===== src/hw/rtl/bm3_pkg.sv =====
// ----------------------------------------------------------------------------
// bm3_pkg: shared types and constants of the 3x3 binary morphology block
// Sizes, register indexes, pixel classes, config bundle and queue entry.
// ----------------------------------------------------------------------------
package bm3_pkg;

  localparam int MAX_WIDTH  = 1024;
  localparam int MAX_HEIGHT = 1024;

  // Fixed field widths
  localparam int PIX_W      = 8;
  localparam int CFG_DATA_W = 11;
  localparam int CFG_ADDR_W = 3;
  localparam int MASK_W     = 9;

  // Derived widths
  localparam int SIZE_W = $clog2((MAX_WIDTH > MAX_HEIGHT ? MAX_WIDTH : MAX_HEIGHT) + 1);
  localparam int COL_W  = $clog2(MAX_WIDTH);
  localparam int ROW_W  = $clog2(MAX_HEIGHT + 2);
  localparam int POS_W  = $clog2((MAX_HEIGHT + 2) * MAX_WIDTH);
  localparam int TOT_W  = $clog2(MAX_WIDTH * MAX_HEIGHT + 1);
  localparam int OCNT_W = $clog2(MAX_WIDTH * MAX_HEIGHT);

  // Queue between front and back
  localparam int Q_DEPTH = 4;
  localparam int Q_PTR_W = $clog2(Q_DEPTH);
  localparam int Q_CNT_W = $clog2(Q_DEPTH + 1);

  typedef enum logic [CFG_ADDR_W-1:0] {
    REG_OPERATION  = 3'd0,
    REG_ELEM_MODE  = 3'd1,
    REG_FOREGROUND = 3'd2,
    REG_MASK       = 3'd3,
    REG_WIDTH      = 3'd4,
    REG_HEIGHT     = 3'd5
  } cfg_reg_t;

  typedef enum logic [1:0] {
    OP_ERODE  = 2'd0,
    OP_DILATE = 2'd1,
    OP_OUTER  = 2'd2,
    OP_INNER  = 2'd3
  } op_t;

  typedef enum logic [1:0] {
    ELEM_HORIZ  = 2'd0,
    ELEM_VERT   = 2'd1,
    ELEM_CUSTOM = 2'd2
  } elem_t;

  // Pixel class: black, white, or anything else
  typedef enum logic [1:0] {
    CLS_ZERO  = 2'd0,
    CLS_FULL  = 2'd1,
    CLS_OTHER = 2'd2
  } pix_cls_t;

  // 3x3 window of classes, cell index 3*row+col; row 0 oldest line, row 2 newest
  typedef logic [8:0][1:0] win_t;

  typedef struct packed {
    op_t                op;
    elem_t              elem;
    logic               fg;
    logic [MASK_W-1:0]  mask;
    logic [SIZE_W-1:0]  width;
    logic [SIZE_W-1:0]  height;
    logic [TOT_W-1:0]   total;
  } cfg_t;

  typedef struct packed {
    logic              we;
    logic [SIZE_W-1:0] width;
  } width_upd_t;

  typedef struct packed {
    win_t win;
    logic proc;
    logic last;
    logic err;
  } job_t;

endpackage


===== src/hw/rtl/bm3_back.sv =====
// ----------------------------------------------------------------------------
// bm3_back: morphology evaluation and output register
// Applies the structuring element to a queued window and holds the result
// beat until the sink takes it.
// ----------------------------------------------------------------------------
module bm3_back (
  input  logic                       clk,
  input  logic                       rst_n,
  input  bm3_pkg::cfg_t              cfg,
  input  logic                       head_valid,
  input  bm3_pkg::job_t              head,
  output logic                       pop,
  output logic                       out_tvalid,
  input  logic                       out_tready,
  output logic [bm3_pkg::PIX_W-1:0]  out_tdata,
  output logic                       out_tlast,
  output logic                       out_tuser
);
  import bm3_pkg::*;

  logic             out_v_r, out_v_nxt;
  logic [PIX_W-1:0] pix_r;
  logic             last_r, err_r;
  logic [1:0]       obj, bkg, centre;
  logic             er, dl, res;
  logic [8:0]       use_cell;

  always_comb begin
    obj    = {1'b0, cfg.fg};
    bkg    = {1'b0, ~cfg.fg};
    centre = head.win[4];
    for (int r = 0; r < 3; r++) begin
      for (int c = 0; c < 3; c++) begin
        unique case (cfg.elem)
          ELEM_HORIZ: use_cell[3*r + c] = (r == 1);
          ELEM_VERT:  use_cell[3*r + c] = (c == 1);
          default:    use_cell[3*r + c] = cfg.mask[3*(2 - r) + c];
        endcase
      end
    end
    // Erosion drops to background on any background hit, dilation the reverse
    er = obj[0];
    dl = bkg[0];
    for (int i = 0; i < 9; i++) begin
      if (use_cell[i] && (head.win[i] == bkg)) begin
        er = bkg[0];
      end
      if (use_cell[i] && (head.win[i] == obj)) begin
        dl = obj[0];
      end
    end
    unique case (cfg.op)
      OP_ERODE:  res = er;
      OP_DILATE: res = dl;
      OP_OUTER:  res = (centre == {1'b0, dl}) ? bkg[0] : obj[0];
      default:   res = (centre == {1'b0, er}) ? bkg[0] : obj[0];
    endcase
    if (!head.proc) begin
      res = 1'b1;
    end
  end

  assign pop = head_valid && (!out_v_r || out_tready);

  always_comb begin
    out_v_nxt = out_v_r;
    if (pop) begin
      out_v_nxt = 1'b1;
    end else if (out_tready) begin
      out_v_nxt = 1'b0;
    end
  end

  always_ff @(posedge clk) begin
    if (pop) begin
      pix_r  <= res ? '1 : '0;
      last_r <= head.last;
      err_r  <= head.err;
    end
  end

  always_ff @(posedge clk) begin
    if (!rst_n) begin
      out_v_r <= 1'b0;
    end else begin
      out_v_r <= out_v_nxt;
    end
  end

  assign out_tvalid = out_v_r;
  assign out_tdata  = pix_r;
  assign out_tlast  = last_r;
  assign out_tuser  = err_r;

endmodule


===== config.mk =====
export PLATFORM = sky130hd
export DESIGN_NAME = bm3_back
export DESIGN_NICKNAME = d
export VERILOG_FILES = /design/src/hw/rtl/bm3_pkg.sv /design/src/hw/rtl/bm3_back.sv
export SDC_FILE = /design/constraint.sdc
export NUM_CORES = 1
export LEC_CHECK = 0
export ABC_AREA = 1
export BUFFER_PORTS_ARGS = -buffer_cell sky130_fd_sc_hd__buf_2
export CAP_MARGIN = 0
export CORE_UTILIZATION = 33
export DETAILED_ROUTE_END_ITERATION = 8
export PLACE_DENSITY = 0.81
export SETUP_SLACK_MARGIN = 0.1
export SYNTH_ARGS = -nofsm -noshare
export SYNTH_HDL_FRONTEND = slang
export SYNTH_SLANG_ARGS = --single-unit

===== constraint.sdc =====
create_clock -name clk -period 2 [get_ports clk]
set_input_delay 0.3 -clock clk [delete_from_list [all_inputs] [get_ports clk]]
set_output_delay 0.3 -clock clk [all_outputs]
set_load 0.01 [all_outputs]

==> impl_metrics.toml <==
[critical_path]
worst-path-buf-inv = 3
critPathKind = "primary input to register"
arrival_ps = 1630
cp_slowest_stage_delay_ps = 170
critPathMaxFanout = 9
required_ps = 1980
cp_common_cell = "nand2_1"
crit_slowest_cell = "buf_2"
crit_chain = "buf_2, inv_1, nor2_1, nor2_1, o21ai_0, nand2_1, nor2_1, nand3_1, nand2_2, nand2_2, nand3_1, nand2_1, nand3b_1, nand2_1, inv_1, nand2_1"
crit_family = "simple AND/OR/NAND/NOR gates"
critPathLaunchType = "primary input"
crit_path_end_kind = "register"

[floorplan]
dieHeight_um = 50.8
fp-row-count = 17
ios = 94
start_util_pct = 35.2
die_area_mm2 = 0.00258
core_mm2 = 0.00223
dieWidth_um = 50.8

[yosys]
synth_enable_flop_cells = 3
synth_compound_area_share_pct = 4.29
syn_avg_cell_area_um2 = 5.32
synth.distinct_cells = 20
synthMuxAreaShare_pct = 0
synthXorXnorAreaFrac_pct = 4.45
synth_area_leader_cell = "nand2_1"
synth-simple-area-share_pct = 55.8
seq_area_frac_synth_pct = 14.0
netlist_area_um2 = 787
synth-seq-cells = 4
synth_top_family_by_area = "simple AND/OR/NAND/NOR gates"
ys_warn_count = 0
async_reset_ff_share_pct = 0
synthAdderAreaFrac_pct = 0
synth_top_area_share_pct = 30.0
ys_top_cells_by_area = "nand2_1 30%, edfxtp_1 11%, nand3_1 9.5%, inv_1 9.1%, buf_4 6.7%"
synth_fp_nets = 230
ys.flop_type = "edfxtp_1"
synth_cells = 148
synth_common_cells = "63 x nand2_1, 19 x inv_1, 15 x nand3_1, 12 x nor2_1, 8 x nand2_2"
synth_most_common_cell = "nand2_1"

[clock_tree]
cts-htree-levels = 1
hold_buffers = 0
clkSlewWorstSetupHoldPaths_ps = 40
root_buffer = "clkbuf_4"
numCtsBuffers = 3
clk-insertion-delay-late_ps = 240
cts_resized = 0
cts_tree = "built"
clock_sinks = 4
post-cts-setup-buffers = 0
clock_path_buffers = 2

[detailed_routing]
drt_iter0_drc = 14
routed_wl_um = 1730
viasPerCell = 4.37
ant_nets = 0
vias = 971
dr.pass1.iters = 4
remaining_drc_errors = 0
wl_per_cell_um = 7.78

[power_and_ir_drop]
sw_frac_of_total_pct = 36.5
ir_drop_v = 0.000288
p_leak_nw = 0.657
p_clk_share_pct = 26.8
seqPwrFrac_pct = 24.3
pwr_density_cell_mw_per_mm2 = 398
p_total_mw = 0.409
p_switching_mw = 0.149
intPower_mw = 0.260
combPwrFrac_pct = 48.9

[global_routing]
overflow = 0
antenna_found_initial = 0
grt_pass1_wl_um = 3050
grt_pass1_vias = 869
grt_max_degree = 11
grt_usage_pct = 14.8

[final_layout]
syn2layout_area_growth_pct = 30.8
diodes = 0
drive_above_1_share_pct = 34.5
final_area_mm2 = 0.00103
final_nets = 277

[timing]
worstMarginPinSlew_ps = 340
setup_viol = 0
rsz0062_at_grt = "false"
fmax_mhz = 608
drv_slew = 0
fin_crit_sh_pct = 82.2
setup_ws_ps = 356
finalSetupTns_ps = 0
min_period_ps = 1640
slew_headroom_pct = 77.3
final-hold-violation-count = 0
fin_skew_ps = 7.94

[placement]
hpwl_um = 1550
place_area_mm2 = 0.00100
gp_congestion = 0.842
port_buffers = 50
dp_slack_ps = 106

[run_status]
status = "finished clean"

[job]
maxCapViolations = 0

[worst_hold_path]
min-delay-path-class = "primary input to register"
## power groups by stage
stage	combinational [mW]	sequential [mW]	clock, mW
3_3_place_gp	0.198	0.101	0
6_report	0.200	0.0994	0.110
3_5_place_dp	0.202	0.101	0
5_1_grt	0.230	0.100	0.123
2_1_floorplan	0.143	0.104	0
4_1_cts	0.202	0.0995	0.117
## cell type report
cell class	instances	area, µm²
Timing Repair Buffer	53	273
Fill cell	276	1200
Multi-Input combinational cell	113	508
Tap cell	28	35.0
Clock buffer	4	26.3
Inverter	20	77.6
Sequential cell	4	110
## path summary, 6_finish.rpt
kind / from / endpoint / slack, ps / cells after the start
worst max-delay path: cfg[54] / out_tdata[6] / 360 / 16
worst min-delay path: head[0] / out_tuser / 240 / 1
worst max register to register: out_tvalid / out_tdata[6] / 1040 / 1
worst min register to register: out_tvalid / out_tvalid / 480 / 2
## registers in the layout, indices dropped and copies added, names as in the netlist
| register | count |
|---|---|
| out_tlast | 1 |
| out_tuser | 1 |
| out_tvalid | 1 |
| out_tdata | 1 |
## cells by family after synthesis
family,count (synthesis)
xor gates and xnor gates,4
DFF,4
and+or+nand+nor,103
AOI/OAI and AO/OA,6
buffers and inverters,31
## cells in the final DEF (no fill, tap or decap), drive strengths merged
cell / instances
nand4: 2
a21oi: 1
nand2: 71
o21ai: 3
clkbuf: 4
buf: 53
xnor2: 2
inv: 20
edfxtp: 3
nor2: 14
nand3: 15
o22ai: 1
nand3b: 1
dfxtp: 1
xor2: 2
a21boi: 1
## stage by stage
stage / util, % / hold WS, ps / std cells
finish: 46.1 / 236 / 222
global route: 46.1 / 221 / 222
CTS: 46.1 / 225 / 222
detailed placement: 44.9 / 475 / 218
global placement: 44.9 / 475 / 218
floorplan: - / 399 / 148
## per-layer routing
| layer | GRT usage, % | up-vias | share of wire (%) |
|---|---|---|---|
| met5 | 0 | - | 0 |
| met4 | 2.78 | 0 | 0 |
| li1 | - | 536 | - |
| met1 | 17.0 | 400 | 46 |
| met2 | 28.4 | 35 | 47 |
| met3 | 2.38 | 0 | 6.5 |
Note: power is estimated with default switching activity, not from simulation.
