File: config.mk
export PLATFORM = sky130hd
export DESIGN_NAME = bm3_fifo
export DESIGN_NICKNAME = d
export VERILOG_FILES = /design/src/hw/rtl/bm3_pkg.sv /design/src/hw/rtl/bm3_fifo.sv
export SDC_FILE = /design/constraint.sdc
export NUM_CORES = 1
export LEC_CHECK = 0
export BUFFER_PORTS_ARGS = -buffer_cell sky130_fd_sc_hd__clkbuf_2
export CAP_MARGIN = 30
export CORE_MARGIN = 4
export CORE_UTILIZATION = 50
export DETAILED_ROUTE_END_ITERATION = 8
export HOLD_SLACK_MARGIN = 0.02
export PLACE_DENSITY = 0.75
export SLEW_MARGIN = 20
export SYNTH_ARGS = -nofsm -noshare
export SYNTH_HDL_FRONTEND = slang
export SYNTH_SLANG_ARGS = --single-unit
File: constraint.sdc
create_clock -name clk -period 3.09 [get_ports clk]
set_input_delay 0.4635 -clock clk [delete_from_list [all_inputs] [get_ports clk]]
set_output_delay 0.4635 -clock clk [all_outputs]
set_load 0.02 [all_outputs]
File: src/hw/rtl/bm3_pkg.sv
// ----------------------------------------------------------------------------
// bm3_pkg: shared types and constants of the 3x3 binary morphology block
// Sizes, register indexes, pixel classes, config bundle and queue entry.
// ----------------------------------------------------------------------------
package bm3_pkg;

  localparam int MAX_WIDTH  = 1024;
  localparam int MAX_HEIGHT = 1024;

  // Fixed field widths
  localparam int PIX_W      = 8;
  localparam int CFG_DATA_W = 11;
  localparam int CFG_ADDR_W = 3;
  localparam int MASK_W     = 9;

  // Derived widths
  localparam int SIZE_W = $clog2((MAX_WIDTH > MAX_HEIGHT ? MAX_WIDTH : MAX_HEIGHT) + 1);
  localparam int COL_W  = $clog2(MAX_WIDTH);
  localparam int ROW_W  = $clog2(MAX_HEIGHT + 2);
  localparam int POS_W  = $clog2((MAX_HEIGHT + 2) * MAX_WIDTH);
  localparam int TOT_W  = $clog2(MAX_WIDTH * MAX_HEIGHT + 1);
  localparam int OCNT_W = $clog2(MAX_WIDTH * MAX_HEIGHT);

  // Queue between front and back
  localparam int Q_DEPTH = 4;
  localparam int Q_PTR_W = $clog2(Q_DEPTH);
  localparam int Q_CNT_W = $clog2(Q_DEPTH + 1);

  typedef enum logic [CFG_ADDR_W-1:0] {
    REG_OPERATION  = 3'd0,
    REG_ELEM_MODE  = 3'd1,
    REG_FOREGROUND = 3'd2,
    REG_MASK       = 3'd3,
    REG_WIDTH      = 3'd4,
    REG_HEIGHT     = 3'd5
  } cfg_reg_t;

  typedef enum logic [1:0] {
    OP_ERODE  = 2'd0,
    OP_DILATE = 2'd1,
    OP_OUTER  = 2'd2,
    OP_INNER  = 2'd3
  } op_t;

  typedef enum logic [1:0] {
    ELEM_HORIZ  = 2'd0,
    ELEM_VERT   = 2'd1,
    ELEM_CUSTOM = 2'd2
  } elem_t;

  // Pixel class: black, white, or anything else
  typedef enum logic [1:0] {
    CLS_ZERO  = 2'd0,
    CLS_FULL  = 2'd1,
    CLS_OTHER = 2'd2
  } pix_cls_t;

  // 3x3 window of classes, cell index 3*row+col; row 0 oldest line, row 2 newest
  typedef logic [8:0][1:0] win_t;

  typedef struct packed {
    op_t                op;
    elem_t              elem;
    logic               fg;
    logic [MASK_W-1:0]  mask;
    logic [SIZE_W-1:0]  width;
    logic [SIZE_W-1:0]  height;
    logic [TOT_W-1:0]   total;
  } cfg_t;

  typedef struct packed {
    logic              we;
    logic [SIZE_W-1:0] width;
  } width_upd_t;

  typedef struct packed {
    win_t win;
    logic proc;
    logic last;
    logic err;
  } job_t;

endpackage

File: src/hw/rtl/bm3_fifo.sv
// ----------------------------------------------------------------------------
// bm3_fifo: short queue of windows between front and back
// ----------------------------------------------------------------------------
module bm3_fifo (
  input  logic                         clk,
  input  logic                         rst_n,
  input  logic                         push,
  input  bm3_pkg::job_t                push_job,
  input  logic                         pop,
  output logic                         head_valid,
  output bm3_pkg::job_t                head,
  output logic [bm3_pkg::Q_CNT_W-1:0]  level
);
  import bm3_pkg::*;

  job_t               slot_r [Q_DEPTH];
  logic [Q_PTR_W-1:0] wptr_r, rptr_r;
  logic [Q_CNT_W-1:0] cnt_r, cnt_nxt;

  always_comb begin
    cnt_nxt = cnt_r;
    if (push && !pop) begin
      cnt_nxt = cnt_r + Q_CNT_W'(1);
    end else if (pop && !push) begin
      cnt_nxt = cnt_r - Q_CNT_W'(1);
    end
  end

  always_ff @(posedge clk) begin
    if (push) begin
      slot_r[wptr_r] <= push_job;
    end
  end

  always_ff @(posedge clk) begin
    if (!rst_n) begin
      wptr_r <= '0;
      rptr_r <= '0;
      cnt_r  <= '0;
    end else begin
      if (push) begin
        wptr_r <= wptr_r + Q_PTR_W'(1);
      end
      if (pop) begin
        rptr_r <= rptr_r + Q_PTR_W'(1);
      end
      cnt_r <= cnt_nxt;
    end
  end

  assign head_valid = (cnt_r != '0);
  assign head       = slot_r[rptr_r];
  assign level      = cnt_r;

  a_no_overflow: assert property (@(posedge clk) disable iff (!rst_n)
    (push && !pop) |-> (cnt_r < Q_CNT_W'(Q_DEPTH)))
    else $error("queue overflow");

  a_no_underflow: assert property (@(posedge clk) disable iff (!rst_n)
    pop |-> (cnt_r != '0))
    else $error("queue underflow");

  a_pointers_track_level: assert property (@(posedge clk) disable iff (!rst_n)
    (cnt_r == '0) |-> (wptr_r == rptr_r))
    else $error("queue pointers disagree with level");

endmodule

==> results.py, run 1 <==
metrics = {
    "status": {
        "status": "finished, final reports clean",
    },
    "global_routing": {
        "grt_usage": 0.1462,
        "antenna_found_initial": 0,
        "grt_pass1_wl_um": 9128,
        "grt_pass1_vias": 1717,
        "grt_overflow": 0,
        "grt_max_degree": 22,
    },
    "worst_hold_path": {
        "hold_end": "slot_r[2][7]",
        "hold_start": "push_job[7]",
        "min_path_type": "in2reg",
        "worstHoldPathCells": 1,
    },
    "yosys": {
        "ys_async_sr_fraction": 0,
        "synth-seq-cells": 93,
        "ys.flop_type": "edfxtp_1",
        "yosysTopAreaCellShare": 0.7267,
        "syn_avg_cell_area_um2": 22.99,
        "yosysMostFrequentCell": "edfxtp_1",
        "synth_top_family_by_area": "multiplexers",
        "muxShareOfSynthArea": 0.1431,
        "synth_cells": 151,
        "netlist_area_mm2": 0.003471,
        "synthTopCellsByArea": "edfxtp_1 73%, mux4_2 13%, dfxtp_1 5.2%",
        "synth-xor-area-share": 0.01262,
        "synth_nets": 182,
        "synth_compound_area_frac": 0.003605,
        "yosys.area_share.simple": 0.02451,
        "synth-warning-count": 0,
        "ys_seq_area_frac": 0.7787,
        "synth-edff-count": 84,
        "synth_common_cells": "84 x edfxtp_1, 20 x mux4_2, 9 x and2_1, 9 x dfxtp_1, 5 x ha_1",
        "synth_fa_ha_area_frac": 0.02379,
        "synth_top_cell_by_area": "edfxtp_1",
        "ys_types": 18,
    },
    "worst_setup_path": {
        "crit_fanout": 7,
        "cp-start-kind": "flip-flop",
        "r2r_start": "wptr_r[0]",
        "required_ps": 2630,
        "cpMaxStageDelayCell": "mux4_1",
        "rrSetupSlack_ps": 1360,
        "r2r_cells": 3,
        "cp-end-kind": "output pin",
        "rr_endpoint": "slot_r[3][12]",
        "path_cells": "buf_4, mux4_1, clkbuf_2",
        "cp.arrival_ps": 1910,
        "path_class": "reg2out",
        "cp_top_family": "multiplexers",
        "path_buf_inv": 2,
        "slowest_delay_ps": 590,
    },
    "detailed_routing": {
        "m1WireLength_um": 2188,
        "antenna_left": 0,
        "viasPerCell": 5.346,
        "drc": 0,
        "wl_per_cell_um": 18.17,
        "drt_iter0_drc": 68,
        "highest_layer": "met4",
        "vias": 1593,
        "wl_um": 5414,
        "dr_wl_met2_um": 2955,
        "dr.pass1.iters": 4,
        "dr_wl_met3_um": 248,
    },
    "sta": {
        "fin_crit_ps": 2370,
        "finalHoldViolations": 0,
        "worstMarginPinSlew_ps": 662.8,
        "skew_ps": 9.305,
        "rsz0062_at_grt": "no",
        "final.setup.tns_ps": 0,
        "report.final.slew_viol_count": 0,
        "fmax_mhz": 421.9,
        "period_share": 0.7670,
        "slew_headroom": 0.5582,
        "setup_violations": 0,
    },
    "job": {
        "cap_violations": 0,
    },
    "cts": {
        "hold_buffers": 0,
        "clk_latency_ps": 340,
        "h-tree-depth": 3,
        "postCtsSetupBuffers": 0,
        "cts_resized": 0,
        "cts-root-buf": "clkbuf_8",
        "cts_buffers": 9,
        "tritoncts": "done",
        "path_clk_slew_ps": 80,
        "clock-sinks": 93,
        "cts_max_path_buffers": 2,
    },
    "power": {
        "report.power.total_mw": 2.617,
        "peakVddDrop_mv": 0.2571,
        "power_density_mw_per_mm2": 647.8,
        "p_leak_nw": 1.434,
    },
    "floorplan": {
        "die_h_um": 91.32,
        "initial_core_util": 0.5137,
        "core.rowCount": 30,
        "core-area_mm2": 0.006756,
        "die-area_mm2": 0.008338,
        "die-width_um": 91.32,
        "ioPinCount": 50,
    },
    "layout": {
        "synthToLayoutAreaGrowth_pct": 16.40,
        "fin_nets": 245,
        "n_antenna_cell": 0,
        "fill_cells": 488,
        "final_cell_area_mm2": 0.004040,
        "drive_above_1_share": 0.4083,
    },
    "placement": {
        "dp_hpwl_um": 3620,
        "place_congestion": 0.6847,
        "io_buffers": 49,
        "dpl-instance-area_mm2": 0.003836,
    },
}
## layout make-up
class | count | area (um2) | area share
Tap cell | 80 | 100.1 | 0.02478
Timing Repair Buffer | 56 | 297.8 | 0.07371
Clock buffer | 10 | 127.6 | 0.03159
Clock inverter | 5 | 76.32 | 0.01889
Inverter | 4 | 15.01 | 0.003716
Sequential cell | 93 | 2703 | 0.6689
Multi-Input combinational cell | 50 | 720.7 | 0.1784
## worst register-to-register path, stage by stage, from the launching register on
cell     delay, ps
dfxtp_1        410
ha_1           160
and2_1         550
buf_4          320
## registers in the layout (all words and copies together), names as in the netlist, named ones only
signal,count
slot_r,84
level,3
rptr_r,2
wptr_r,2
## worst max-delay path by stage
| stage | end | cells after the start | startpoint |
|---|---|---|---|
| after CTS | head[11] | 3 | flip-flop |
| after floorplan | level[2] | 7 | pop |
| final | head[11] | 3 | flip-flop |
| after detailed placement | head[11] | 3 | flip-flop |
| after global placement | head[11] | 3 | flip-flop |
| after global routing | head[11] | 3 | flip-flop |
## logic make-up (layout without fill, tap and decap cells)
family	count (synthesis)	in the layout
adder cells (fa/ha/maj)	6	6
buffers and inverters	8	75
flip-flops	93	93
AO/OA/AOI/OAI	2	2
XOR/XNOR	5	5
AND/OR/NAND/NOR	14	14
multiplexers	23	23
## cells in the final DEF (no fill, tap or decap)
cell type and instances:
mux4_2 20, dfxtp_1 9, edfxtp_1 84, fa_1 1
and2_1 9, a21boi_0 1, clkinv_1 1, bufinv_16 2
clkbuf_1 1, mux2i_1 2, o21ai_0 1, nor2b_1 2
xnor2_1 2, xor2_1 3, clkinvlp_4 1, clkbuf_2 49
buf_4 7, clkinv_2 1, mux4_1 1, clkbuf_8 9
ha_1 5, or3_1 2, inv_1 4, nand2_1 1
## through the flow
| step | setup slack (ps) | hold slack [ps] | util | std cells |
|---|---|---|---|---|
| final | 720.0 | 339.9 | 0.5980 | 298 |
| after global routing | 532.6 | 320.7 | 0.5980 | 298 |
| after CTS | 659.3 | 323.8 | 0.5980 | 298 |
| after detailed placement | 1051 | 511.9 | 0.5678 | 283 |
| after global placement | 1056 | 494.1 | 0.5678 | 283 |
| after floorplan | 1369 | 527.6 | - | 151 |
## power breakdown
group          total [mW]  internal [mW]  switching [mW]
Clock               0.825          0.448           0.378
Sequential           1.47           1.44          0.0264
Combinational       0.327          0.140           0.187
Total                2.62           2.03           0.591
## layer usage
layer,up-vias,GRT usage
met3,3,0.04805
met2,36,0.2514
met4,0,0.03769
met1,819,0.1786
li1,735,-
met5,-,0
Power figures use the tool's default switching activity.
==> run 2: changes to the inputs <==
--- a/config.mk
+++ b/config.mk
@@ -5,13 +5,14 @@
 export SDC_FILE = /design/constraint.sdc
 export NUM_CORES = 1
 export LEC_CHECK = 0
+export ABC_AREA = 1
 export BUFFER_PORTS_ARGS = -buffer_cell sky130_fd_sc_hd__clkbuf_2
 export CAP_MARGIN = 30
 export CORE_MARGIN = 4
 export CORE_UTILIZATION = 50
 export DETAILED_ROUTE_END_ITERATION = 8
 export HOLD_SLACK_MARGIN = 0.02
-export PLACE_DENSITY = 0.75
+export PLACE_DENSITY = 0.78
 export SLEW_MARGIN = 20
 export SYNTH_ARGS = -nofsm -noshare
 export SYNTH_HDL_FRONTEND = slang
==> constraint.sdc (replaced) <==
create_clock -name clk -period 2.11 [get_ports clk]
set_input_delay 0.3165 -clock clk [delete_from_list [all_inputs] [get_ports clk]]
set_output_delay 0.3165 -clock clk [all_outputs]
set_load 0.02 [all_outputs]
==> results.py, run 2 <==
metrics = {
    "cts": {
        "clock-sinks": 93,
        "cts-root-buf": "clkbuf_8",
        "path_clk_slew_ps": 90,
        "hold_buffers": 0,
        "cts_buffers": 9,
        "clk_latency_ps": 340,
        "cts_max_path_buffers": 2,
        "h-tree-depth": 3,
        "tritoncts": "done",
    },
    "yosys": {
        "ys_types": 20,
        "synth_common_cells": "84 x edfxtp_1, 46 x nor2_1, 29 x o21ai_0",
        "yosysMostFrequentCell": "edfxtp_1",
        "synth_top_cell_by_area": "edfxtp_1",
        "synth-edff-count": 84,
        "synth-seq-cells": 93,
        "yosysTopAreaCellShare": 0.6990,
        "synth-warning-count": 0,
        "ys.flop_type": "edfxtp_1",
        "synth_nets": 293,
        "synth_cells": 262,
        "synthTopCellsByArea": "edfxtp_1 70%, dfxtp_1 5.0%, nor2_1 4.8%",
        "ys_seq_area_frac": 0.7490,
        "netlist_area_mm2": 0.003608,
        "syn_avg_cell_area_um2": 13.77,
        "ys_async_sr_fraction": 0,
    },
    "worst_setup_path": {
        "cp.arrival_ps": 1630,
        "path_class": "reg2out",
        "rrSetupSlack_ps": 500,
        "crit_fanout": 12,
        "cp-end-kind": "output pin",
        "cp-start-kind": "flip-flop",
        "required_ps": 1790,
    },
    "placement": {
        "dpl-instance-area_mm2": 0.003928,
        "dp_slack_ps": 485.3,
        "io_buffers": 49,
        "dp_hpwl_um": 4047,
        "place_congestion": 0.8002,
    },
    "sta": {
        "timing.hold.ws_ps": 183.0,
        "setup_violations": 0,
        "final.setup.tns_ps": 0,
        "fmax_mhz": 513.1,
        "slew_headroom": 0.6153,
        "rsz0062_at_grt": "no",
        "finalHoldViolations": 0,
        "skew_ps": 6.802,
        "worstMarginPinSlew_ps": 576.4,
        "setup_ws_ps": 161.2,
        "report.final.slew_viol_count": 0,
        "fin_crit_ps": 1949,
        "period_share": 0.9236,
    },
    "job": {
        "cap_violations": 0,
    },
    "detailed_routing": {
        "wl_um": 6507,
        "drc": 0,
        "wl_per_cell_um": 15.53,
        "vias": 2183,
        "viasPerCell": 5.210,
        "antenna_left": 0,
        "drt_iter0_drc": 156,
        "dr.pass1.iters": 4,
    },
    "global_routing": {
        "antenna_found_initial": 0,
        "grt_usage": 0.1601,
        "grt_pass1_vias": 2149,
        "grt_max_degree": 43,
        "grt_overflow": 0,
        "grt_pass1_wl_um": 10380,
    },
    "floorplan": {
        "die-area_mm2": 0.008640,
        "core.rowCount": 30,
        "initial_core_util": 0.5225,
        "core-area_mm2": 0.006907,
        "ioPinCount": 50,
        "die_h_um": 92.95,
        "die-width_um": 92.95,
    },
    "power": {
        "power_density_mw_per_mm2": 920.0,
        "p_leak_nw": 1.563,
        "peakVddDrop_mv": 0.4193,
    },
    "status": {
        "status": "finished, final reports clean",
    },
    "layout": {
        "area.sequential_mm2": 0.002704,
        "multiInputGateArea_um2": 720.7,
        "final_cell_area_mm2": 0.004143,
        "drive_above_1_share": 0.2446,
        "synthToLayoutAreaGrowth_pct": 14.81,
        "regMostFlops": "slot_r",
        "fin_nets": 349,
        "fin_util": 0.5998,
        "n_antenna_cell": 0,
        "final_common_cell": "edfxtp_1",
        "layout_common_cells": "84 x edfxtp_1, 49 x clkbuf_2, 46 x nor2_1",
        "fill_cells": 594,
        "largest_reg_flops": 84,
    },
    "worst_hold_path": {
        "min_path_type": "in2reg",
    },
}
## run 2: kinds of logic after synthesis
| kind of cell | share of synthesized area |
|---|---|
| adder cells (fa/ha/maj) | 0.02289 |
| AND/OR/NAND/NOR | 0.06484 |
| flip-flops | 0.7490 |
| AO/OA/AOI/OAI | 0.1120 |
| buffers and inverters | 0.05132 |
## run 2: final timing paths
check,startpoint,cells after the start,to
worst max register to register,wptr_r[1],5,slot_r[1][7]
worst max-delay path,flip-flop,4,head[0]
worst min-delay path,push_job[0],1,slot_r[2][0]
worst min register to register,rptr_r[1],1,flip-flop
## run 2: worst max-delay path, cell delays in order (launching register included)
cell and delay, ps:
dfxtp_1 490, buf_4 240, o21ai_0 110, o22ai_1 230, clkbuf_2 220
## run 2: routing by layer
metal | vias to the layer above | share of wire | global-route usage
li1 | 1064 | - | -
met1 | 1064 | 0.41 | 0.1935
met2 | 51 | 0.52 | 0.2645
met3 | 4 | 0.058 | 0.04143
met4 | 0 | 0.0085 | 0.08181
met5 | - | 0 | 0
## run 2: final cells by class
| cell class | count | share of cell area |
|---|---|---|
| inverters | 17 | 0.01722 |
| multi-input cells | 139 | 0.1740 |
| repair buffers | 58 | 0.07551 |
| clock buffers | 9 | 0.02990 |
| flip-flops and latches | 93 | 0.6527 |
| clock inverters | 7 | 0.02175 |
| well taps | 96 | 0.02899 |
## run 2: where the power goes
group / leakage [nW] / switching, mW / total, mW / internal (mW)
registers: 0.847 / 0.0320 / 2.13 / 2.09
clock network: 0.108 / 0.580 / 1.24 / 0.661
logic: 0.608 / 0.302 / 0.444 / 0.142
total: 1.56 / 0.914 / 3.81 / 2.90
## run 2: through the flow
step,std cells,power [mW]
6_report,419,3.811
4_1_cts,419,3.842
3_5_place_dp,403,2.617
2_1_floorplan,262,2.463
5_1_grt,419,3.979
3_3_place_gp,403,2.603
## run 2: timing repair
item / 4_1_cts / 5_1_grt
gates resized for setup: 0 / 1
endpoints found under the setup margin: 0 / 1
setup buffers: 0 / 0
