## src/hw/rtl/bm3_pkg.sv

```systemverilog
// ----------------------------------------------------------------------------
// bm3_pkg: shared types and constants of the 3x3 binary morphology block
// Sizes, register indexes, pixel classes, config bundle and queue entry.
// ----------------------------------------------------------------------------
package bm3_pkg;

  localparam int MAX_WIDTH  = 1024;
  localparam int MAX_HEIGHT = 1024;

  // Fixed field widths
  localparam int PIX_W      = 8;
  localparam int CFG_DATA_W = 11;
  localparam int CFG_ADDR_W = 3;
  localparam int MASK_W     = 9;

  // Derived widths
  localparam int SIZE_W = $clog2((MAX_WIDTH > MAX_HEIGHT ? MAX_WIDTH : MAX_HEIGHT) + 1);
  localparam int COL_W  = $clog2(MAX_WIDTH);
  localparam int ROW_W  = $clog2(MAX_HEIGHT + 2);
  localparam int POS_W  = $clog2((MAX_HEIGHT + 2) * MAX_WIDTH);
  localparam int TOT_W  = $clog2(MAX_WIDTH * MAX_HEIGHT + 1);
  localparam int OCNT_W = $clog2(MAX_WIDTH * MAX_HEIGHT);

  // Queue between front and back
  localparam int Q_DEPTH = 4;
  localparam int Q_PTR_W = $clog2(Q_DEPTH);
  localparam int Q_CNT_W = $clog2(Q_DEPTH + 1);

  typedef enum logic [CFG_ADDR_W-1:0] {
    REG_OPERATION  = 3'd0,
    REG_ELEM_MODE  = 3'd1,
    REG_FOREGROUND = 3'd2,
    REG_MASK       = 3'd3,
    REG_WIDTH      = 3'd4,
    REG_HEIGHT     = 3'd5
  } cfg_reg_t;

  typedef enum logic [1:0] {
    OP_ERODE  = 2'd0,
    OP_DILATE = 2'd1,
    OP_OUTER  = 2'd2,
    OP_INNER  = 2'd3
  } op_t;

  typedef enum logic [1:0] {
    ELEM_HORIZ  = 2'd0,
    ELEM_VERT   = 2'd1,
    ELEM_CUSTOM = 2'd2
  } elem_t;

  // Pixel class: black, white, or anything else
  typedef enum logic [1:0] {
    CLS_ZERO  = 2'd0,
    CLS_FULL  = 2'd1,
    CLS_OTHER = 2'd2
  } pix_cls_t;

  // 3x3 window of classes, cell index 3*row+col; row 0 oldest line, row 2 newest
  typedef logic [8:0][1:0] win_t;

  typedef struct packed {
    op_t                op;
    elem_t              elem;
    logic               fg;
    logic [MASK_W-1:0]  mask;
    logic [SIZE_W-1:0]  width;
    logic [SIZE_W-1:0]  height;
    logic [TOT_W-1:0]   total;
  } cfg_t;

  typedef struct packed {
    logic              we;
    logic [SIZE_W-1:0] width;
  } width_upd_t;

  typedef struct packed {
    win_t win;
    logic proc;
    logic last;
    logic err;
  } job_t;

endpackage

```

## src/hw/rtl/bm3_cfg.sv

```systemverilog
// ----------------------------------------------------------------------------
// bm3_cfg: configuration registers
// Decodes writes, clamps frame sizes and keeps the pixel total of the frame.
// ----------------------------------------------------------------------------
module bm3_cfg (
  input  logic                              clk,
  input  logic                              rst_n,
  input  logic                              cfg_we,
  input  logic [bm3_pkg::CFG_ADDR_W-1:0]    cfg_addr,
  input  logic [bm3_pkg::CFG_DATA_W-1:0]    cfg_data,
  output bm3_pkg::cfg_t                     cfg,
  output bm3_pkg::width_upd_t               wupd
);
  import bm3_pkg::*;

  localparam int CMP_W  = CFG_DATA_W + SIZE_W;
  localparam int PROD_W = 2 * SIZE_W;

  op_t               op_r, op_nxt;
  elem_t             elem_r, elem_nxt;
  logic              fg_r, fg_nxt;
  logic [MASK_W-1:0] mask_r, mask_nxt;
  logic [SIZE_W-1:0] width_r, width_nxt;
  logic [SIZE_W-1:0] height_r, height_nxt;
  logic [TOT_W-1:0]  total_r, total_nxt;
  logic [SIZE_W-1:0] w_clamp, h_clamp;
  logic [PROD_W-1:0] prod;

  function automatic logic [SIZE_W-1:0] clamp_size(input logic [CFG_DATA_W-1:0] v,
                                                   input logic [SIZE_W-1:0] hi);
    logic [SIZE_W-1:0] r;
    if (CMP_W'(v) < CMP_W'(3)) begin
      r = SIZE_W'(3);
    end else if (CMP_W'(v) > CMP_W'(hi)) begin
      r = hi;
    end else begin
      r = SIZE_W'(v);
    end
    return r;
  endfunction

  assign w_clamp = clamp_size(cfg_data, SIZE_W'(MAX_WIDTH));
  assign h_clamp = clamp_size(cfg_data, SIZE_W'(MAX_HEIGHT));

  always_comb begin
    op_nxt     = op_r;
    elem_nxt   = elem_r;
    fg_nxt     = fg_r;
    mask_nxt   = mask_r;
    width_nxt  = width_r;
    height_nxt = height_r;
    if (cfg_we) begin
      unique case (cfg_reg_t'(cfg_addr))
        REG_OPERATION:  op_nxt = op_t'(cfg_data[1:0]);
        REG_ELEM_MODE: begin
          unique case (cfg_data[1:0])
            2'd0:    elem_nxt = ELEM_HORIZ;
            2'd1:    elem_nxt = ELEM_VERT;
            default: elem_nxt = ELEM_CUSTOM;
          endcase
        end
        REG_FOREGROUND: fg_nxt = cfg_data[0];
        REG_MASK:       mask_nxt = cfg_data[MASK_W-1:0];
        REG_WIDTH:      width_nxt = w_clamp;
        REG_HEIGHT:     height_nxt = h_clamp;
        default: ;
      endcase
    end
    // New total follows from the size values after this write
    prod      = PROD_W'(width_nxt) * PROD_W'(height_nxt);
    total_nxt = TOT_W'(prod);
  end

  always_ff @(posedge clk) begin
    if (!rst_n) begin
      op_r     <= OP_ERODE;
      elem_r   <= ELEM_HORIZ;
      fg_r     <= 1'b0;
      mask_r   <= '1;
      width_r  <= SIZE_W'(MAX_WIDTH);
      height_r <= SIZE_W'(MAX_HEIGHT);
      total_r  <= TOT_W'(MAX_WIDTH * MAX_HEIGHT);
    end else begin
      op_r     <= op_nxt;
      elem_r   <= elem_nxt;
      fg_r     <= fg_nxt;
      mask_r   <= mask_nxt;
      width_r  <= width_nxt;
      height_r <= height_nxt;
      total_r  <= total_nxt;
    end
  end

  assign cfg.op     = op_r;
  assign cfg.elem   = elem_r;
  assign cfg.fg     = fg_r;
  assign cfg.mask   = mask_r;
  assign cfg.width  = width_r;
  assign cfg.height = height_r;
  assign cfg.total  = total_r;

  assign wupd.we    = cfg_we && (cfg_reg_t'(cfg_addr) == REG_WIDTH);
  assign wupd.width = w_clamp;

endmodule

```

## config.mk

```make
export PLATFORM = sky130hd
export DESIGN_NAME = bm3_cfg
export DESIGN_NICKNAME = d
export VERILOG_FILES = /design/src/hw/rtl/bm3_pkg.sv /design/src/hw/rtl/bm3_cfg.sv
export SDC_FILE = /design/constraint.sdc
export NUM_CORES = 1
export LEC_CHECK = 0
export BUFFER_PORTS_ARGS = -buffer_cell sky130_fd_sc_hd__clkbuf_2
export CORE_ASPECT_RATIO = 1.1
export CORE_MARGIN = 2
export CORE_UTILIZATION = 25
export DETAILED_ROUTE_END_ITERATION = 8
export PLACE_DENSITY = 0.41
export SETUP_SLACK_MARGIN = 0.2
export SLEW_MARGIN = 20
export SYNTH_ARGS = -nofsm -noshare
export SYNTH_HDL_FRONTEND = slang
export SYNTH_SLANG_ARGS = --single-unit
```

## constraint.sdc

```tcl
create_clock -name clk -period 11 [get_ports clk]
set_input_delay 2.2 -clock clk [delete_from_list [all_inputs] [get_ports clk]]
set_output_delay 2.2 -clock clk [all_outputs]
set_load 0.01 [all_outputs]
```

==> qor.txt, run 1 <==
cts bufs inserted: 9
Reg power frac: 0.393
drt drc: 0
routed vias: 4,635
CP required: 11.27 ns
CTS Buffer Depth: 2
first-pass GRT wire length: 28.1 mm
share of cells above drive strength 1: 0.167
Slew Viols, Final: 0
crit end category: flip-flop
GRT busiest layer: met2
critical path's largest stage delay: 0.64 ns
row count: 58
Net Sw Power: 0.158 mW
most common cell after layout, fill and taps aside: inv_1
R2R Setup Slk: 5.22 ns
highest clock rate: 123 MHz
Max Clock Skew: 0.0168 ns
WP buf/inv: 5
outcome: finished, final reports clean
gpl congestion: 0.811
worst hold-check path type: flip-flop to flip-flop
chip width: 150 um
Yosys reg bits: 57
Yosys warning count: 0
initial antenna violation count: 0
Net Sw Frac: 0.291
CTS tree: yes
worst endpoint data arrival time: 8.39 ns
post-DR vias/cell: 4.28
Iter 0 DRT Violations: 217
Final setup viols: 0
Post-synth top flop: dfxtp_1
family with the most delay on the worst path: adder cells
# H-tree levels: 3
I/O pin total: 86
kind of critical path: input port to flip-flop
buffers added on ports: 85
total congestion overflow: 0
Final Core Density: 0.305
Area Growth Syn to Fin: 19.1%
Final Routed Wirelength: 17.1 mm
Max-Cap Viols: 0
Finished Cell Area: 0.00698 sq mm
number of diodes: 0
post-synth top area cell: fa_1
syn avg cell area: 8.56 sq um
crit-path cells: clkbuf_2 -> nand4bb_2 -> inv_2 -> a21boi_0 -> buf_4 -> nor2_1 -> fa_1 -> fa_1 -> fa_1 -> fa_1 -> inv_1 -> fa_1 -> inv_1 -> ha_1 -> a21o_1 -> a31oi_1 -> o21ai_1 -> o41a_1 -> a31oi_1 -> mux2i_1
GR Util met3: 0.0262
Synth top area share: 0.270
vias in the first global route: 5,019
Comb power frac: 0.116
Cells after Synth: 685
routing usage on met2: 0.247
Cell Pwr Density: 77.4 mW/mm^2
Placed Area: 0.00671 sq mm
CP dominant cell by count: fa_1
largest net degree at the start of global routing: 42
final hold vios: 0
Die H: 165 um
Post-synth EDFFs: 0
CTS Sinks: 57
met1 usage: 0.201
detailed-placement wirelength estimate: 14.0 mm
cell-internal power: 0.383 mW
Clk Latency, worst-skew pair: 0.34 ns
Lkg Pwr: 3.62 nW
Slew @ Worst Pin: 0.900 ns
Max VDD drop: 0.0642 mV
main area contributors after synthesis: fa_1 27%, dfxtp_1 19%, ha_1 12%, inv_1 7.2%, nor2_1 7.2%
post-CTS setup repair buffer count: 0
nets: 932
Critical Path Source Type: input port
Rel. slew slack: 0.399
synthesized cell area: 0.00586 sq mm
Post-Syn Nets: 838
CTS root buf: clkbuf_16
Antenna Nets Post-Route: 0
GRT Total Usage: 0.150
Seq/Total Area, Yosys: 0.195
clock power share: 0.492
wire per inst: 15.7 um
CP max FO: 21
Async SR Flop Fraction: 0
RSZ-0062 raised after global routing: false
clock transition at the registers of the reported paths: 0.06 ns
Yosys cell types: 54
most frequent cells in the layout: 113 x inv_1, 112 x nor2_1, 89 x nand2_1, 85 x clkbuf_2, 79 x fa_1
TNS Setup: 0 ns
drt first pass iters: 4
Crit-path slowest cell: nand4bb_2
Initial Util: 0.256
Pwr Total: 0.541 mW
hold-fix buffers at CTS: 0
Final period util: 0.738
DIE AREA: 0.0247 sq mm
cts repair resizes: 0
min Tclk post-route: 8.12 ns
CORE AREA: 0.0229 sq mm
==> layout make-up <==
cell class / instances / area (sq um)
multi-input cells: 495 / 4210
well taps: 300 / 375
inverters: 114 / 428
clock inverters: 7 / 47.5
repair buffers: 102 / 553
clock buffers: 9 / 225
fillers: 2524 / 15900
flip-flops and latches: 57 / 1140
==> cell usage after synthesis (all sizes together), types with 2 or more instances <==
master,n
a31oi,3
a211oi,4
a21oi,12
clkbuf,14
ha,57
nand4b,2
mux2i,12
o211ai,3
nor3,6
fa,79
a21o,10
nand2,89
o21bai,2
xnor2,9
o21a,6
and2,4
xor2,4
nor2b,3
dfxtp,57
nor2,113
inv,114
a21boi,12
nand2b,15
nand3,9
or2,2
nor4,3
buf,5
o21ai,20
==> stage by stage <==
step           hold WS, ns  cells  worst slack, ns
3_5_place_dp         0.459   1068             2.53
3_3_place_gp         0.455   1068             2.52
5_1_grt              0.488   1084             2.38
6_report             0.466   1084             2.88
2_1_floorplan        0.462    685             3.22
4_1_cts              0.470   1084             2.85
==> per-layer routing <==
metal,vias to the layer above,part of all wire
met1,2183,0.47
met2,94,0.47
met4,0,0.017
met5,-,0
met3,19,0.042
li1,2339,-
==> state kept, by name, summed over array words and instances, names as in the netlist <==
register and flops:
elem_r 2, op_r 2, fg_r 1, width_r 11, total_r 21, mask_r 9, height_r 11
==> worst reg2reg max path: stages, from the launching register on <==
cell	delay [ns]
dfxtp_1	0.33
nand2_1	0.08
a21boi_1	0.62
nor2_1	0.16
fa_1	0.58
fa_1	0.44
fa_1	0.52
fa_1	0.56
inv_1	0.06
fa_1	0.54
inv_1	0.04
ha_1	0.38
a21o_1	0.22
a31oi_1	0.15
o21ai_1	0.17
o41a_1	0.44
a31oi_1	0.22
mux2i_1	0.20
==> path summary, 6_finish.rpt <==
path,startpoint,cells after the start,end
max,cfg_addr[0],20,total_r[19]$_SDFF_PN0_
min,mask_r[5]$_SDFFE_PN1P_,2,mask_r[5]$_SDFFE_PN1P_
max reg2reg,height_r[7]$_SDFF_PN0_,17,total_r[19]$_SDFF_PN0_
min reg2reg,mask_r[5]$_SDFFE_PN1P_,2,mask_r[5]$_SDFFE_PN1P_
==> cells by family after synthesis <==
family                     Yosys count  synth area share
and+or+nand+nor                    253             0.189
buffers and inverters              133            0.0866
xor gates and xnor gates            13            0.0194
AOI/OAI and AO/OA                   81            0.0969
adders and majority gates          136             0.391
muxes                               12            0.0218
DFF                                 57             0.195
==> power groups by stage <==
stage | registers (mW) | clock network (mW) | logic (mW)
floorplan | 0.218 | 0 | 0.0347
global placement | 0.217 | 0 | 0.0640
detailed placement | 0.217 | 0 | 0.0632
CTS | 0.212 | 0.276 | 0.0640
global route | 0.213 | 0.284 | 0.0703
finish | 0.212 | 0.266 | 0.0625
(Power assumes the default switching activity.)
==> run 2, diff against run 1 <==
Settings changed: PLACE_DENSITY 0.41 to 0.43.
Clock period 11 ns to 6.9 ns, I/O delays scaled along.
==> qor.txt, run 2 (synthesized netlist as in run 1, its figures left out) <==
cell-internal power: 0.722 mW
post-DR vias/cell: 4.30
most frequent cells in the layout: 113 x inv_1, 112 x nor2_1, 102 x buf_4, 85 x nand2_1, 84 x clkbuf_2
Placed Cells: 1,150
crit end category: flip-flop
Critical Path Source Type: input port
Rel. slew slack: 0.443
buffers added on ports: 85
CTS root buf: clkbuf_16
hold-fix buffers at CTS: 0
min Tclk post-route: 6.47 ns
first-pass GRT wire length: 28.5 mm
Max-Cap Viols: 0
Slew @ Worst Pin: 0.833 ns
# H-tree levels: 3
wire per inst: 15.4 um
gpl congestion: 0.847
worst endpoint data arrival time: 6.72 ns
nets: 1,021
Top Registers: total_r x21, height_r x11, width_r x11
routed vias: 5,038
Lkg Pwr: 4.16 nW
detailed-placement wirelength estimate: 15.1 mm
share of cells above drive strength 1: 0.284
most common cell after layout, fill and taps aside: inv_1
row count: 58
kind of critical path: input port to flip-flop
cts bufs inserted: 9
initial antenna violation count: 0
I/O pin total: 86
largest net degree at the start of global routing: 33
Final setup viols: 0
Iter 0 DRT Violations: 156
crit-path cells: clkbuf_4 -> nand4bb_4 -> buf_12 -> nor2_1 -> a21o_1 -> nand2_2 -> fa_1 -> fa_1 -> fa_1 -> inv_1 -> fa_1 -> inv_1 -> fa_1 -> inv_1 -> ha_1 -> or3_4 -> o221a_1 -> and2_4 -> a221oi_4 -> a21oi_1 -> o21a_1
drt drc: 0
WP buf/inv: 5
total congestion overflow: 0
family with the most delay on the worst path: adder cells
vias in the first global route: 5,250
Net Sw Frac: 0.260
DIE AREA: 0.0247 sq mm
Area Growth Syn to Fin: 35.6%
Max Clock Skew: 0.0123 ns
worst hold-check path type: flip-flop to flip-flop
Finished Layout Cells: 1,172
final hold vios: 0
CTS tree: yes
CP dominant cell by count: fa_1
Largest register FFs: 21
clock transition at the registers of the reported paths: 0.06 ns
number of diodes: 0
Comb power frac: 0.130
Clk Latency, worst-skew pair: 0.35 ns
GRT Total Usage: 0.152
most flop-heavy register: total_r
Net Sw Power: 0.253 mW
Final Core Density: 0.347
RSZ-0062 raised after global routing: false
CTS Buffer Depth: 2
clock power share: 0.522
drt first pass iters: 4
Max VDD drop: 0.0768 mV
CORE AREA: 0.0229 sq mm
critical path's largest stage delay: 0.55 ns
Final period util: 0.938
Die H: 165 um
Crit-path slowest cell: fa_1
highest clock rate: 155 MHz
Cell Pwr Density: 123 mW/mm^2
CP required: 7.14 ns
chip width: 150 um
Final Routed Wirelength: 18.0 mm
Initial Util: 0.256
CTS Sinks: 57
Reg power frac: 0.348
Antenna Nets Post-Route: 0
Slew Viols, Final: 0
outcome: finished, final reports clean
CP max FO: 8
run 2: changes by cell type in the layout (fill, tap and decap cells not counted), sizes merged:
cell / change
buf: +88
bufinv: +2
clkbuf: +2
clkinv: -4
clkinvlp: -1
nand4bb: +1
run 2: worst min-delay path, cell delays in order, from the launching register on:
cell and delay (ns):
dfxtp_1 0.31, nand2_1 0.05, nand3_1 0.06
run 2: power by group through the flow:
stage                     Combinational (mW)  Clock [mW]  Sequential, mW
after global placement                 0.122           0           0.346
after CTS                              0.123       0.522           0.339
after detailed placement               0.122           0           0.346
after global routing                   0.140       0.535           0.340
after floorplan                       0.0584           0           0.348
final                                  0.127       0.509           0.339
run 2: metrics by stage:
| stage | TNS, ns | hold WS (ns) | setup slack (ns) | area [sq um] | power, mW |
|---|---|---|---|---|---|
| 2_1_floorplan | 0 | 0.462 | 0.178 | 5960 | 0.407 |
| 6_report | 0 | 0.469 | 0.428 | 7950 | 0.975 |
| 5_1_grt | 0 | 0.499 | 0.200 | 7950 | 1.01 |
| 4_1_cts | 0 | 0.471 | 0.206 | 7760 | 0.985 |
| 3_5_place_dp | -0.902 | 0.460 | -0.220 | 7420 | 0.468 |
| 3_3_place_gp | -0.663 | 0.454 | -0.175 | 7420 | 0.468 |
run 2: worst paths after layout:
check	startpoint	slack, ns	cells past startpoint	endpoint
hold / removal	mask_r[5]$_SDFFE_PN1P_	0.47	2	mask_r[5]$_SDFFE_PN1P_
hold reg to reg	mask_r[5]$_SDFFE_PN1P_	0.47	2	mask_r[5]$_SDFFE_PN1P_
setup / recovery	cfg_addr[1]	0.43	21	total_r[20]$_SDFF_PN1_
setup reg to reg	height_r[7]$_SDFF_PN0_	1.74	17	total_r[19]$_SDFF_PN0_
run 2: cell type report:
type,count,area [sq um]
timing repair buffer,190,1240
fill,2469,15000
sequential,57,1140
inverter,114,430
multi-input combinational,496,4440
tap,300,375
clock buffer,11,253
clock inverter,4,76.3
run 2: timing repair:
| item | CTS | global route |
|---|---|---|
| resized for setup | 1 | 28 |
| gates cloned | 0 | 1 |
| buffers inserted | 0 | 6 |
| setup endpoints to repair | 5 | 5 |
| pin swaps | 0 | 21 |
run 2: metal layers:
layer,part of all wire,up-vias,global-route usage
met1,0.46,2426,0.196
met3,0.036,20,0.0240
li1,-,2516,-
met5,0,-,0
met2,0.49,76,0.263
met4,0.015,0,0.0433
==> run 3, diff against run 2 <==
Settings changed: BUFFER_PORTS_ARGS -buffer_cell sky130_fd_sc_hd__clkbuf_2 to not set, DONT_BUFFER_PORTS set to 1, PLACE_DENSITY 0.43 to 0.38.
Clock period 6.9 ns to 7 ns, I/O delays scaled along.
==> qor.txt, run 3 (synthesized netlist as in run 1, its figures left out) <==
Worst R2R End: total_r[20]$_SDFF_PN1_
cts bufs inserted: 9
worst hold slack: 0.514 ns
worst endpoint data arrival time: 6.74 ns
largest net degree at the start of global routing: 27
row count: 58
routed vias: 4,612
cts repair resizes: 0
Final period util: 0.923
Max VDD drop: 0.0694 mV
most flop-heavy register: total_r
Die H: 165 um
Final Core Density: 0.304
Clk Latency, worst-skew pair: 0.34 ns
wire per inst: 17.6 um
Area Growth Syn to Fin: 19.0%
fill cell count: 2,488
most frequent cells in the layout: 113 x inv_1, 112 x nor2_1, 89 x nand2_1, 79 x fa_1, 59 x buf_4
hold-fix buffers at CTS: 0
RSZ-0062 raised after global routing: false
CTS root buf: clkbuf_16
drt first pass iters: 4
CTS Sinks: 57
hold_sp: mask_r[4]$_SDFFE_PN1P_
Rel. slew slack: 0.438
Cell Pwr Density: 123 mW/mm^2
worst hold-check path type: flip-flop to flip-flop
Final setup viols: 0
# H-tree levels: 3
post-CTS setup repair buffer count: 0
CP max FO: 15
Iter 0 DRT Violations: 224
highest clock rate: 155 MHz
min Tclk post-route: 6.46 ns
crit end category: flip-flop
number of diodes: 0
Final Routed Wirelength: 18.4 mm
most common cell after layout, fill and taps aside: inv_1
total congestion overflow: 0
clock transition at the registers of the reported paths: 0.06 ns
buffers added on ports: 0
gpl congestion: 0.882
Slew Viols, Final: 0
Lkg Pwr: 3.49 nW
Critical Path Source Type: input port
GRT Total Usage: 0.160
initial antenna violation count: 0
Worst R2R Path Depth: 21
Max-Cap Viols: 0
vias in the first global route: 5,202
CP required: 7.28 ns
Slew @ Worst Pin: 0.842 ns
nets: 890
DIE AREA: 0.0247 sq mm
outcome: finished, final reports clean
hold depth: 2
post-DR vias/cell: 4.43
Max Clock Skew: 0.00932 ns
I/O pin total: 86
first-pass GRT wire length: 29.5 mm
final hold vios: 0
share of cells above drive strength 1: 0.136
TNS Setup: 0 ns
kind of critical path: input port to flip-flop
R2R Setup Slk: 1.66 ns
reg-to-reg startpoint: width_r[4]$_SDFF_PN0_
CTS Buffer Depth: 2
Antenna Nets Post-Route: 0
Min-Delay Endpoint: mask_r[4]$_SDFFE_PN1P_
detailed-placement wirelength estimate: 15.6 mm
drt drc: 0
CORE AREA: 0.0229 sq mm
CTS tree: yes
chip width: 150 um
Top Registers: total_r x21, height_r x11, width_r x11
Initial Util: 0.256
Largest register FFs: 21
run 3: cell count changes in the layout (fill, tap and decap cells not counted), moves of 3 or more:
cell,previous run,this run
a21boi_2,4,9
a21boi_4,5,0
buf_4,102,59
clkbuf_2,84,0
clkinv_2,0,3
fa_1,76,79
fa_2,3,0
nand2_1,85,89
nand2_2,4,0
run 3: layout make-up:
| type | count | area [sq um] | area share |
|---|---|---|---|
| Clock buffer | 11 | 253 | 0.0362 |
| Multi-Input combinational cell | 495 | 4290 | 0.614 |
| Clock inverter | 5 | 30.0 | 0.00430 |
| Inverter | 114 | 430 | 0.0617 |
| Sequential cell | 57 | 1140 | 0.164 |
| Tap cell | 300 | 375 | 0.0538 |
| Timing Repair Buffer | 60 | 463 | 0.0663 |
run 3: how the worst max path moves through the flow:
stage	from	to	slack (ns)
finish	cfg_addr[0]	total_r[19]$_SDFF_PN0_	0.54
global route	cfg_addr[1]	total_r[19]$_SDFF_PN0_	0.20
detailed placement	cfg_addr[0]	total_r[20]$_SDFF_PN1_	0.14
CTS	cfg_addr[0]	total_r[20]$_SDFF_PN1_	0.46
global placement	cfg_addr[0]	total_r[20]$_SDFF_PN1_	0.13
floorplan	cfg_addr[2]	total_r[19]$_SDFF_PN0_	0.21
run 3: worst max-delay path, cell delays in order:
cell and delay, ns:
nand4bb_4 0.29, buf_12 0.21, nand2_1 0.08, a21boi_2 0.27, nor2_1 0.12, fa_1 0.53
fa_1 0.52, fa_1 0.52, fa_1 0.56, inv_1 0.06, fa_1 0.54, inv_1 0.04
ha_1 0.29, buf_4 0.16, and4_1 0.21, o211a_1 0.15, o41a_1 0.35, a31oi_1 0.23
mux2i_1 0.20
run 3: stage by stage:
| step | instances | power (mW) | cell area, sq um | setup slack (ns) |
|---|---|---|---|---|
| after floorplan | 685 | 0.400 | 5950 | 0.205 |
| final | 1042 | 0.860 | 6980 | 0.541 |
| after global routing | 1042 | 0.899 | 6980 | 0.205 |
| after CTS | 1042 | 0.876 | 6980 | 0.463 |
| after global placement | 1026 | 0.433 | 6700 | 0.130 |
| after detailed placement | 1026 | 0.432 | 6700 | 0.139 |
run 3: routing by layer:
layer / vias to the layer above / share of wire / track usage
li1: 2258 / - / -
met1: 2225 / 0.43 / 0.197
met2: 115 / 0.48 / 0.274
met3: 14 / 0.068 / 0.0417
met4: 0 / 0.015 / 0.0467
met5: - / 0 / 0
run 3: where the power goes:
group	total [mW]	switching, mW	leakage [nW]	internal (mW)
registers	0.338	0.00765	0.461	0.331
logic	0.0858	0.0543	2.90	0.0315
clock network	0.436	0.179	0.137	0.257
